File: config.mk
export PLATFORM = sky130hd
export DESIGN_NAME = xtc_div_cell
export DESIGN_NICKNAME = d
export VERILOG_FILES = /design/src/xtc_pkg.sv /design/src/xtc_div_cell.sv
export SDC_FILE = /design/constraint.sdc
export NUM_CORES = 1
export LEC_CHECK = 0
export ABC_AREA = 0
export BUFFER_PORTS_ARGS = -buffer_cell sky130_fd_sc_hd__buf_2
export CAP_MARGIN = 20
export CORE_ASPECT_RATIO = 0.5
export CORE_MARGIN = 2
export CORE_UTILIZATION = 47
export CTS_BUF_LIST = sky130_fd_sc_hd__clkbuf_16
export DETAILED_ROUTE_END_ITERATION = 16
export PLACE_DENSITY = 0.89
export SYNTH_ARGS = -nofsm -noshare
export SYNTH_HDL_FRONTEND = slang
export SYNTH_SLANG_ARGS = --single-unit
File: constraint.sdc
create_clock -name i_clk -period 3.8 [get_ports i_clk]
set_input_delay 0.57 -clock i_clk [delete_from_list [all_inputs] [get_ports i_clk]]
set_output_delay 0.57 -clock i_clk [all_outputs]
set_load 0.02 [all_outputs]
File: src/xtc_pkg.sv
// Shared types, constants and register indexes for the XYZ to chromaticity block.
package xtc_pkg;

    localparam int FRAC_BITS_DEF = 16;

    // Denominator and remainder width: X + 15Y + 3Z with 31-bit components
    localparam int DEN_W = 36;
    // Widest dividend: 9Y with a 31-bit Y
    localparam int NUM_W = 35;

    localparam logic [1:0] CFG_CLAMP_EN = 2'd0;
    localparam logic [1:0] CFG_WHITE_X  = 2'd1;
    localparam logic [1:0] CFG_WHITE_Y  = 2'd2;
    localparam logic [1:0] CFG_WHITE_Z  = 2'd3;

    localparam logic [30:0] WHITE_X_RST = 31'd62290;
    localparam logic [30:0] WHITE_Y_RST = 31'd65536;
    localparam logic [30:0] WHITE_Z_RST = 31'd71358;

    typedef struct packed {
        logic signed [31:0] tri_x_in;
        logic signed [31:0] tri_y_in;
        logic signed [31:0] tri_z_in;
    } t_xyz_in;

    typedef struct packed {
        logic [30:0] tri_x_out;
        logic [30:0] tri_y_out;
        logic [30:0] tri_z_out;
        logic [16:0] chroma_x;
        logic [16:0] chroma_y;
        logic [17:0] u_prime;
        logic [16:0] v_prime;
        logic        legal_flag;
        logic        black_flag;
    } t_xyz_out;

    // Values that ride alongside the dividers
    typedef struct packed {
        logic [30:0] x;
        logic [30:0] y;
        logic [30:0] z;
        logic        legal;
        logic        black;
        logic        yzero;
    } t_side;

endpackage

File: src/xtc_div_cell.sv
// One restoring-division cell: resolves one quotient bit and hands on to the next cell.
module xtc_div_cell
    import xtc_pkg::*;
#(
    parameter int QB = FRAC_BITS_DEF + 4
) (
    input  logic             i_clk,
    input  logic [DEN_W-1:0] i_rem,
    input  logic [DEN_W-1:0] i_den,
    input  logic [QB-1:0]    i_bits,
    input  logic [QB-1:0]    i_quo,
    output logic [DEN_W-1:0] o_rem,
    output logic [DEN_W-1:0] o_den,
    output logic [QB-1:0]    o_bits,
    output logic [QB-1:0]    o_quo
);

    logic [DEN_W:0]   w_trial;
    logic             w_ge;
    logic [DEN_W:0]   w_diff;
    logic [DEN_W-1:0] n_rem;

    always_comb begin
        w_trial = {i_rem, i_bits[QB-1]};
        w_ge    = w_trial >= {1'b0, i_den};
        w_diff  = w_trial - {1'b0, i_den};
        // remainder stays below the divisor, so the top bit drops out
        n_rem   = w_ge ? w_diff[DEN_W-1:0] : w_trial[DEN_W-1:0];
    end

    always_ff @(posedge i_clk) begin
        o_rem  <= n_rem;
        o_den  <= i_den;
        o_bits <= {i_bits[QB-2:0], 1'b0};
        o_quo  <= {i_quo[QB-2:0], w_ge};
    end

endmodule

## Yosys cells after proc, flatten, opt, wreduce, memory -nomap -nowiden

Cells that the tools add are included.

- Memory bits (writable): 0
- Output and inout port bits: 112
- Word-level logic and storage cells: 7
- Bits in registers: 111
- Bits in latches: 0
- Memories: 0
- Input port bits: 113
- Memory bits (read-only): 0

- Multipliers: 0
- Magnitude comparators: 1
- Shift-type cells: 0
- Divide/modulo/power cells: 0
- Add/sub/neg operators: 1
- Reductions and logical operators: 0
- Mux-type cells: 1
- Bitwise logic cells: 0
- Equal/unequal tests: 0

Operators by type and width:

| operator | count |
|---|---|
| 37-bit by 36-bit >= comparator with 1-bit output | 1 |
| 36-bit two-way mux | 1 |
| 36-bit subtractor | 1 |

## Depth between registers and ports, before layout

- Word-level depth: 2
- Depth in mapped cells: 14
- Mapped depth without buffers: 11

## Worst setup path after synthesis

No wires, ideal clock.

- Kind: input port to flip-flop
- Start point: input port i_den[6]
- End point: register o_rem[10]
- Data arrival time: 3006 ps
- Slack: 673 ps
- Data required time: 3679 ps
- Stages: 14
- Setup time: 121 ps
- Buffers on the path: 3
- Cell sequence: inv_1 ha_1 a21oi_2 o21ai_1 nor2b_1 or3_1 buf_6 o211a_4 o31a_1 buf_6 nor2_8 inv_4 buf_6 mux2_4

- Longest elaborated chain between the ends: 2
- Elaborated cells between the ends (all ways): 3
- Those cells by class: add/sub: 1; order compare: 1; mux: 1

Ends and longest elaborated chain:

| what | RTL line | source |
|---|---|---|
| start: declaration | xtc_div_cell.sv:9 | `input logic [DEN_W-1:0] i_den,` |
| 36-bit subtractor or 37-bit by 36-bit >= comparator with 1-bit output (tied branches) | xtc_div_cell.sv:26, xtc_div_cell.sv:25 |  |
| 36-bit two-way mux (*) | xtc_div_cell.sv:28 | `n_rem = w_ge ? w_diff[DEN_W-1:0] : w_trial[DEN_W-1:0];` |
| named net n_rem[10] | xtc_div_cell.sv:21 | `logic [DEN_W-1:0] n_rem;` |
| end signal: assignment | xtc_div_cell.sv:32 | `o_rem <= n_rem;` |
| end: declaration | xtc_div_cell.sv:12 | `output logic [DEN_W-1:0] o_rem,` |

Mark *: on every way through the listed nets, which the timed path passes. The rest lies on a longest branch.

## Worst setup path after layout

- Start point: input port i_den[16]
- End point: register o_rem[3]

- Longest elaborated chain between the ends: 2

Ends and longest elaborated chain:

| what | RTL line | source |
|---|---|---|
| 37-bit by 36-bit >= comparator with 1-bit output | xtc_div_cell.sv:25 | `w_ge = w_trial >= {1'b0, i_den};` |
| 36-bit two-way mux | xtc_div_cell.sv:28 |  |
| named net n_rem[3] | xtc_div_cell.sv:21 |  |

The timed path passes the listed nets, and every way through them passes these cells.

==> results.yml <==
logic_synthesis:
  synthFlopType: "dfxtp_1"
  synth-edff-count: 0
  avgSynthCellArea_sq_um: 9.90
  async_reset_ff_share_pct: 0
  synthesis.area_sq_mm: 0.00500
  yosysWarnings: 0
  ys_seq_area_share_pct: 44.5
  ys_ff_latch: 111
  synth_nets: 655
  syn_inst: 505
  ys_types: 59
floorplan:
  initial_core_util_pct: 48.6
  core_sq_mm: 0.0103
  rows: 26
  die_h_um: 76.9
  die_w_um: 150
  ios: 225
  die_area_sq_mm: 0.0115
cells_and_area:
  drive_gt1_share_pct: 37.7
  antenna_cells: 0
  area_growth_pct: 30.1
  fin_nets: 874
  final_cells: 869
sta:
  rsz0062_at_grt: "false"
  fin_crit_ns: 3.12
  tightest_slew_ns: 0.620
  finalWorstSetupSlack_ns: 0.682
  timing.setup.tns_ns: 0
  max_freq_mhz: 321
  slew_violations: 0
  fin_crit_sh_pct: 82.1
  hold_viol_final: 0
  slew_headroom_pct: 58.3
  setup-violations-final: 0
drt:
  drt_iter0_markers: 277
  vias: 4521
  wirelength_um: 12800
  postRouteAntennaNets: 0
  dr.pass1.iters: 5
  post_drt_wl_per_cell_um: 14.7
  avgViaCountPerCell: 5.20
  drc: 0
pwr:
  peakVddDrop_uv: 269
  power.leakage_nw: 3.32
  totalPowerFinal_mw: 3.12
  powerDensity_mw_per_mm2: 481
critical_path:
  crit_arrival_ns: 3.36
  worstPathRequired_ns: 4.04
  path_class: "in -> reg"
  endpoint_kind: "flop"
  critPathLaunchType: "input pin"
  cp_max_fo: 31
place:
  gp_congestion: 0.908
  dp.cells: 853
  pre_cts_ws_ns: 0.334
  dp_hpwl_um: 10200
  io_buffers: 222
global_routing:
  grt_overflow: 0
  grt_pass1_vias: 4253
  grt_max_degree: 32
  antenna_found_initial: 0
  grt_pass1_wl_um: 20100
  track_usage_pct: 21.6
clocking:
  tritoncts: "done"
  cts_hold_buf: 0
  post_cts_buffers: 0
  cts_root_buffer: "clkbuf_16"
  htree_levels: 3
  clkTransAtPathRegs_ns: 0.08
  clock-sinks: 111
  clock_path_buffers: 2
  cts.repair.resized: 0
  numCtsBuffers: 9
min_path:
  hold_path_depth: 1
  hold_class: "in -> reg"
outcome:
  status: "completed"
run:
  maxCapViolations: 0
[path summary, 6_finish.rpt]
kind / from / end
max: i_den[16] / o_rem[3]
min: i_bits[9] / o_bits[10]
[cells in the final DEF (no fill, tap or decap), types with 4 or more instances in the layout]
cell and instances:
nand3_1 13, a21oi_1 42, nor3_1 13, a21o_1 15, and3_1 4, buf_2 222, o21a_1 7, clkbuf_16 9
xor2_1 4, o21ai_0 20, mux2_4 21, nor2_1 21, nand2_1 22, nor2b_1 6, xnor2_1 24, a31oi_1 4
dfxtp_1 111, o21bai_1 7, nand4_1 8, o31ai_1 4, ha_1 36, o211ai_1 5, or3_1 7, inv_1 47
[registers in the layout, summed over array words and instances, names as in the netlist]
signal,count
o_quo,20
o_den,36
o_bits,19
o_rem,36
[stage by stage]
stage	util [%]	instance area (sq um)	hold WS, ns
after global routing	63.2	6500	0.300
after detailed placement	60.3	6200	0.674
after CTS	63.2	6500	0.308
after global placement	60.3	6200	0.672
after floorplan	-	5000	0.598
final	63.2	6500	0.314
[worst max-delay path: stages]
cell and delay, ns:
buf_2 0.10, inv_1 0.05, ha_1 0.44, nand2_1 0.08
o21ai_0 0.38, a211oi_1 0.09, nor2_1 0.28, o211a_4 0.24
o31a_1 0.25, nor2_8 0.07, inv_4 0.41, mux2_1 0.37
[kinds of logic after synthesis]
group | after synthesis | synth area share [%]
xor+xnor | 28 | 4.91
buf+inv | 65 | 5.78
fa+ha+maj | 37 | 9.41
flops | 111 | 44.5
compound gates | 135 | 17.9
mux | 24 | 6.96
other cells | 1 | 0.0750
simple gates | 104 | 10.5
[synth_stat cells (4+ instances only)]
master	number	area, sq um
dfxtp_1	111	2220
inv_1	47	176
a21oi_1	42	210
ha_1	36	450
xnor2_1	24	210
nand2_1	22	82.6
mux2_4	21	315
nor2_1	21	78.8
o21ai_0	20	100
a21o_1	15	113
nand3_1	13	65.1
nor3_1	13	65.1
clkbuf_1	10	37.5
nand4_1	8	50.1
o21a_1	7	52.6
o21bai_1	7	52.6
or3_1	7	43.8
nor2b_1	6	37.5
buf_6	5	56.3
o211ai_1	5	37.5
a31oi_1	4	25.0
and3_1	4	25.0
o31ai_1	4	30.0
xor2_1	4	35.0
[report_power, final]
part           internal (mW)  switching (mW)  leakage (nW)
clock                  0.467           0.464         0.148
combinational          0.373           0.508          2.23
sequential              1.29          0.0257         0.937
total                   2.13           0.997          3.32
[layout make-up]
| class | count | area, sq um |
|---|---|---|
| repair buffers | 225 | 1130 |
| multi-input cells | 329 | 2490 |
| well taps | 140 | 175 |
| clock inverters | 7 | 75.1 |
| flip-flops and latches | 111 | 2220 |
| clock buffers | 9 | 225 |
| inverters | 48 | 183 |
| fillers | 824 | 3780 |
[per-layer routing]
| metal | GRT usage [%] | routed length, um | vias up |
|---|---|---|---|
| li1 | - | - | 2217 |
| met1 | 25.6 | 5330 | 2078 |
| met2 | 37.4 | 6200 | 191 |
| met3 | 5.54 | 903 | 35 |
| met4 | 8.68 | 361 | 0 |
| met5 | 0 | 0 | - |
(Power assumes the default switching activity.)
